===== src/hw/rtl/fbfla_pkg.sv =====
// fbfla_pkg: shared widths, register indexes and status codes for the
// fixed-size block free-list allocator; no dependencies
`default_nettype none

package fbfla_pkg;

  localparam int MAX_BLOCKS   = 256;
  localparam int HEADER_BYTES = 8;

  localparam int IDX_W    = $clog2(MAX_BLOCKS);   // block index width
  localparam int CNT_W    = IDX_W + 1;            // holds MAX_BLOCKS itself
  localparam int PAY_W    = 13;                   // payload_bytes register
  localparam int STRIDE_W = PAY_W + 1;            // header plus payload
  localparam int OFF_W    = 20;                   // block_offset field
  localparam int PROD_W   = IDX_W + STRIDE_W;     // full index * stride
  localparam int STAT_W   = 2;
  localparam int CFG_W    = PAY_W;                // widest register
  localparam int CFG_IDX_W = 1;

  typedef logic [IDX_W-1:0]  idx_t;
  typedef logic [CNT_W-1:0]  cnt_t;
  typedef logic [STAT_W-1:0] status_t;

  // register indexes
  localparam logic [CFG_IDX_W-1:0] REG_BLOCKS_IN_USE = 1'b0;
  localparam logic [CFG_IDX_W-1:0] REG_PAYLOAD_BYTES = 1'b1;

  // request codes
  localparam logic REQ_ALLOC = 1'b0;
  localparam logic REQ_FREE  = 1'b1;

  // result status codes
  localparam status_t ST_GRANTED = 2'd0;
  localparam status_t ST_EMPTY   = 2'd1;
  localparam status_t ST_FREED   = 2'd2;

  // register reset values
  localparam cnt_t                BLOCKS_RESET  = cnt_t'(MAX_BLOCKS);
  localparam logic [PAY_W-1:0]    PAYLOAD_RESET = PAY_W'(64);

endpackage

`default_nettype wire


===== src/hw/rtl/fixed_block_free_list_allocator.sv =====
// fixed_block_free_list_allocator: lifo free list over a pool of equal blocks,
// link store in one synchronous memory; depends on fbfla_pkg
//
// timing: a free gives its result in the cycle after acceptance and busy stays
//   low, so frees can follow each other every cycle while no register write is
//   made; an allocate holds busy high in S_ALLOC while the link memory read
//   returns and gives its result as it leaves, so allocates do not overlap
// reset: synchronous rst clears control state, registers take their defaults
//   (256 blocks, 64 payload bytes) and the list restarts at block 0; the link
//   memory is not cleared, the fresh counter covers never-linked blocks
// results are shown for one cycle on done; the receiver cannot stall
`default_nettype none

module fixed_block_free_list_allocator (
  input  wire logic                               clk,
  input  wire logic                               rst,
  // command side
  input  wire logic                               start,
  output      logic                               busy,
  input  wire logic                               req_type,
  input  wire logic [fbfla_pkg::IDX_W-1:0]        free_index,
  // result side
  output      logic                               done,
  output      logic [fbfla_pkg::STAT_W-1:0]       status,
  output      logic [fbfla_pkg::IDX_W-1:0]        block_index,
  output      logic [fbfla_pkg::OFF_W-1:0]        block_offset,
  // configuration
  input  wire logic                               cfg_wr_en,
  input  wire logic [fbfla_pkg::CFG_IDX_W-1:0]    cfg_index,
  input  wire logic [fbfla_pkg::CFG_W-1:0]        cfg_data
);

  // sequencer codes
  localparam logic S_IDLE  = 1'b0;
  localparam logic S_ALLOC = 1'b1;   // link read in flight, decide and grant

  logic state;

  // configuration registers
  fbfla_pkg::cnt_t                blocks_in_use;
  logic [fbfla_pkg::PAY_W-1:0]    payload_bytes;

  // free-list control state
  fbfla_pkg::idx_t list_head;
  logic            list_empty;
  fbfla_pkg::cnt_t fresh_count;

  // link memory: successor of each pushed block, self link ends the list
  fbfla_pkg::idx_t next_link [fbfla_pkg::MAX_BLOCKS];
  fbfla_pkg::idx_t link_rd;

  logic accept;
  logic do_free;
  logic do_alloc;

  assign accept   = start && !busy;
  assign do_free  = accept && (req_type == fbfla_pkg::REQ_FREE);
  assign do_alloc = accept && (req_type == fbfla_pkg::REQ_ALLOC);
  assign busy     = (state == S_ALLOC);

  // pool size capped at the built depth
  fbfla_pkg::cnt_t pool_n;
  assign pool_n = (blocks_in_use > fbfla_pkg::cnt_t'(fbfla_pkg::MAX_BLOCKS))
                ? fbfla_pkg::cnt_t'(fbfla_pkg::MAX_BLOCKS) : blocks_in_use;

  // link memory: one write port for pushes, registered read of the head
  always_ff @(posedge clk) begin
    if (do_free) begin
      next_link[free_index] <= list_empty ? free_index : list_head;
    end
    link_rd <= next_link[list_head];
  end

  // allocate decision, evaluated while the link read returns
  fbfla_pkg::cnt_t head_ext;
  fbfla_pkg::cnt_t head_inc;
  logic            in_fresh;
  logic            fresh_out;
  logic            grant;

  assign head_ext  = {1'b0, list_head};
  assign head_inc  = head_ext + fbfla_pkg::cnt_t'(1);
  assign in_fresh  = (head_ext == fresh_count);
  assign fresh_out = in_fresh && (fresh_count >= pool_n);
  assign grant     = !list_empty && !fresh_out;

  // payload offset of the head block, header included, wraps to 20 bits
  logic [fbfla_pkg::STRIDE_W-1:0] stride;
  logic [fbfla_pkg::PROD_W-1:0]   offset_full;

  assign stride      = fbfla_pkg::STRIDE_W'(fbfla_pkg::HEADER_BYTES)
                     + {1'b0, payload_bytes};
  assign offset_full = fbfla_pkg::PROD_W'(list_head) * fbfla_pkg::PROD_W'(stride)
                     + fbfla_pkg::PROD_W'(fbfla_pkg::HEADER_BYTES);

  always_ff @(posedge clk) begin
    if (rst) begin
      state         <= S_IDLE;
      done          <= 1'b0;
      blocks_in_use <= fbfla_pkg::BLOCKS_RESET;
      payload_bytes <= fbfla_pkg::PAYLOAD_RESET;
      list_head     <= '0;
      list_empty    <= 1'b0;
      fresh_count   <= '0;
    end else begin
      done <= 1'b0;
      if (cfg_wr_en) begin
        // any register write restarts the pool, links are kept
        unique case (cfg_index)
          fbfla_pkg::REG_BLOCKS_IN_USE: blocks_in_use <= cfg_data[fbfla_pkg::CNT_W-1:0];
          fbfla_pkg::REG_PAYLOAD_BYTES: payload_bytes <= cfg_data;
          default: ;
        endcase
        list_head   <= '0;
        list_empty  <= 1'b0;
        fresh_count <= '0;
      end else begin
        unique case (state)
          S_IDLE: begin
            if (do_free) begin
              // push onto the head, result on the next cycle
              list_head  <= free_index;
              list_empty <= 1'b0;
              done       <= 1'b1;
            end else if (do_alloc) begin
              state <= S_ALLOC;
            end
          end
          S_ALLOC: begin
            state <= S_IDLE;
            done  <= 1'b1;
            if (!list_empty) begin
              if (in_fresh) begin
                if (fresh_out) begin
                  list_empty <= 1'b1;
                end else begin
                  // head still in the never-linked tail: step to the next one
                  fresh_count <= fresh_count + fbfla_pkg::cnt_t'(1);
                  if (head_inc >= pool_n) begin
                    list_empty <= 1'b1;
                  end else begin
                    list_head <= head_inc[fbfla_pkg::IDX_W-1:0];
                  end
                end
              end else if (link_rd == list_head) begin
                list_empty <= 1'b1;
              end else begin
                list_head <= link_rd;
              end
            end
          end
          default: state <= S_IDLE;
        endcase
      end
    end
  end

  // result payload registers
  always_ff @(posedge clk) begin
    if (state == S_IDLE) begin
      status       <= fbfla_pkg::ST_FREED;
      block_index  <= '0;
      block_offset <= '0;
    end else if (grant) begin
      status       <= fbfla_pkg::ST_GRANTED;
      block_index  <= list_head;
      block_offset <= offset_full[fbfla_pkg::OFF_W-1:0];
    end else begin
      status       <= fbfla_pkg::ST_EMPTY;
      block_index  <= '0;
      block_offset <= '0;
    end
  end

endmodule

`default_nettype wire

===== config.mk =====
export PLATFORM = sky130hd
export DESIGN_NAME = fixed_block_free_list_allocator
export DESIGN_NICKNAME = d
export VERILOG_FILES = /design/src/hw/rtl/fbfla_pkg.sv /design/src/hw/rtl/fixed_block_free_list_allocator.sv
export SDC_FILE = /design/constraint.sdc
export NUM_CORES = 2
export LEC_CHECK = 0
export ABC_AREA = 1
export BUFFER_PORTS_ARGS = -buffer_cell sky130_fd_sc_hd__buf_2
export CAP_MARGIN = 20
export CORE_MARGIN = 2
export CORE_UTILIZATION = 55
export CTS_BUF_LIST = sky130_fd_sc_hd__clkbuf_4
export CTS_CLUSTER_DIAMETER = 200
export CTS_CLUSTER_SIZE = 40
export DETAILED_ROUTE_END_ITERATION = 8
export PLACE_DENSITY_LB_ADDON = 0.12
export SETUP_SLACK_MARGIN = 0.5
export SYNTH_ARGS = -nofsm -noshare
export SYNTH_HDL_FRONTEND = slang
export SYNTH_SLANG_ARGS = --single-unit
export TNS_END_PERCENT = 50

===== constraint.sdc =====
create_clock -name clk -period 31.8 [get_ports clk]
set_input_delay 1.59 -clock clk [delete_from_list [all_inputs] [get_ports clk]]
set_output_delay 1.59 -clock clk [all_outputs]
set_load 0.05 [all_outputs]

==> run_results.csv <==
group,metric,value,unit
placement,pre_cts_slack,26.18,ns
placement,gp_congestion,0.894,
timing,fin_ws,26.06,ns
floorplanning,fp.dieW,420,µm
timing,finalSetupViolCount,0,
cells_and_area,nNetsFinal,8578,
floorplanning,rows,152,
global_route,grt_max_degree,212,
timing,drv_slew,0,
cells_and_area,mostFrequentLayoutCells,"edfxtp_1, nand2_1, nand3_1",
worst_setup_path,path_class,"register to register",
synthesis,synth_top_cell_area_share,64.6,%
worst_setup_path,critPathMaxFanout,73,
synthesis,ys_seq_elements,2128,
timing,rsz0062_at_grt,"false",
worst_setup_path,end_kind,"register",
synthesis,syn-num-nets,8886,
synthesis,yosys.area.top_type,"edfxtp_1",
worst_setup_path,cp-start-kind,"register",
worst_setup_path,critPathLaunch,"list_head[0]$_SDFFE_PP0P_",
floorplanning,core,172000,µm²
worst_setup_path,r2r_slack,26.06,ns
cells_and_area,drive_gt1_share,5.27,%
timing,finalClockSkew,0.209,ns
cells_and_area,area_growth,2.14,%
min_path,min_path_cells,3,
global_route,grtUsageTotal,28.5,%
synthesis,netlist_top_cells_area,"edfxtp_1, nand3_1, nand2_1",
clock_network,path_clk_slew,0.42,ns
synthesis,synth.distinct_cells,44,
min_path,hold_end,"payload_bytes[6]$_SDFFE_PP1P_",
placement,port_buffers,58,
routing,totalWireLength,252,mm
clock_network,postCtsSetupBuffers,0,
global_route,grt_pass1_vias,58182,
synthesis,synth-edff-count,2048,
placement,hpwl,145,mm
synthesis,synthArstFlopShare,0,%
timing,hold_violations,0,
routing,drc,0,
clock_network,clockRootBuffer,"clkbuf_4",
synthesis,synth_flop_cell,"edfxtp_1",
power,p_per_area,45.8,nW/µm²
power,leakagePower,36.4,nW
clock_network,cts_hold_buffers,0,
cells_and_area,final_common_cell,"edfxtp_1",
worst_setup_path,rr_worst_depth,15,
routing,wl_per_cell,23.4,µm
routing,num_vias,61836,
global_route,grt_overflow,0,
min_path,min_path_type,"input port to register",
clock_network,cts_tree,"built",
timing,post-route-min-period,5.74,ns
floorplanning,die_h,420,µm
routing,dr.pass1.iters,6,
cells_and_area,multi_input_area,25400,µm²
floorplanning,die_area,176000,µm²
job,maxCapViolCount,0,
global_route,grt_pass1_wl,377,mm
clock_network,h-tree-depth,2,
global_route,antenna_found_initial,18,
timing,relSlewSlack,19.7,%
synthesis,synth.yosys.seq_area_share,66.3,%
clock_network,clock_sinks,2128,
cells_and_area,seqCellArea,63100,µm²
timing,finalCritPeriodShare,18.0,%
synthesis,syn_area,95100,µm²
worst_setup_path,arrival,7.08,ns
min_path,min_from,"cfg_data[6]",
synthesis,yosys_warnings,0,
routing,drt_iter0_drc,7389,
routing,routed_via_density,5.74,
synthesis,syn_inst,8723,
timing,setup_tns,0,ns
floorplanning,ioPinCount,59,
power,peakVddDrop,0.0386,mV
clock_network,cts_max_path_buffers,3,
run_status,outcome,"completed",
worst_setup_path,r2r_start,"list_head[0]$_SDFFE_PP0P_",
worst_setup_path,crit_required,33.14,ns
cells_and_area,fillers,14527,
clock_network,cts_made_buffers,59,
routing,antenna_left,0,
timing,max_freq,174,MHz
timing,tightest_slew,1.20,ns
worst_setup_path,timing.rr.end,"link_rd[7]$_DFF_P_",
clock_network,insertion_delay,1.38,ns
synthesis,postSynthAreaPerCell,10.9,µm²
clock_network,cts_resized,0,
floorplanning,start_util,55.4,%
==> area by class of cell <==
type,count,area share [%]
Antenna cell,23,0.0592
Clock buffer,85,0.657
Clock inverter,3,0.0657
Inverter,1018,3.97
Multi-Input combinational cell,5056,26.2
Sequential cell,2128,65.0
Tap cell,2310,2.97
Timing Repair Buffer,152,1.16
==> kinds of logic after synthesis <==
group / share of synthesized area (%)
AND/OR/NAND/NOR: 19.1
flip-flops: 66.3
buffers and inverters: 7.07
AO/OA/AOI/OAI: 4.81
adder cells (fa/ha/maj): 2.36
XOR/XNOR: 0.312
==> per-layer routing <==
metal | share of wire [%] | track usage [%]
met1 | 42 | 41.0
met2 | 46 | 44.9
met3 | 8.6 | 4.89
met4 | 2.8 | 7.74
met5 | 0.090 | 0
==> flip-flops by register name, indices dropped and copies added, names as in the netlist <==
signal         cells
list_head          8
fresh_count        9
block_offset      20
list_empty         1
next_link       2048
busy               1
status             2
blocks_in_use      9
block_index        8
link_rd            8
done               1
payload_bytes     13
==> per-stage QoR <==
step	power (W)	hold slack (ns)	instances	util (%)	instance area [µm²]
after floorplan	0.00348	0.445	8723	-	95100
after global placement	0.00360	0.477	10661	56.1	96400
after detailed placement	0.00360	0.482	10662	56.1	96400
after CTS	0.00445	0.333	10750	56.5	97100
after global routing	0.00457	0.386	10760	56.6	97100
final	0.00445	0.446	10775	56.6	97200
==> cell usage after synthesis (2+ instances only) <==
cell type  instances
o22ai_1            3
o211ai_1          83
a21o_1             4
nand2_2            3
buf_4             64
o21bai_1           2
nor2_2             4
o21ai_0          314
nand2_1         1692
buf_8              2
fa_1              73
xor2_1            24
nor3_1             7
nand4_1            9
dfxtp_1           80
clkinv_1           3
or2_2              3
nand3_1         1394
xnor2_1            8
buf_1             59
a21oi_1           53
o21ai_1           10
or2_1            136
inv_1           1005
buf_6             62
o211ai_2         158
buf_2            178
nand3b_1           4
edfxtp_1        2048
nor2_1           997
clkbuf_1         156
inv_2              9
ha_1              63
nor4_1             3
==> power by group <==
group,leakage (nW),switching [W],internal [W],total (W)
logic,17.7,0.000332,0.000104,0.000436
registers,18.3,0.0000212,0.00309,0.00311
clock network,0.421,0.000771,0.000129,0.000899
==> worst max-delay path by stage <==
stage,to,cells after the start
2_1_floorplan,next_link[0][0]$_DFFE_PP_,7
3_3_place_gp,link_rd[5]$_DFF_P_,14
3_5_place_dp,link_rd[5]$_DFF_P_,14
4_1_cts,link_rd[3]$_DFF_P_,15
5_1_grt,link_rd[3]$_DFF_P_,15
6_report,link_rd[7]$_DFF_P_,15
==> worst max-delay path, cell delays in order (launching register included) <==
cell     delay [ns]
dfxtp_4        0.65
buf_4          0.56
buf_4          0.54
buf_4          0.65
buf_4          0.69
buf_4          0.67
nand2_1        0.12
nand2_1        0.10
nand2_1        0.05
nand3_1        0.19
nand3_1        0.12
nand3_1        0.14
nand3_1        0.09
nand3_1        0.34
nand3_1        0.43
nand2_1        0.18
Power figures use the tool's default switching activity.
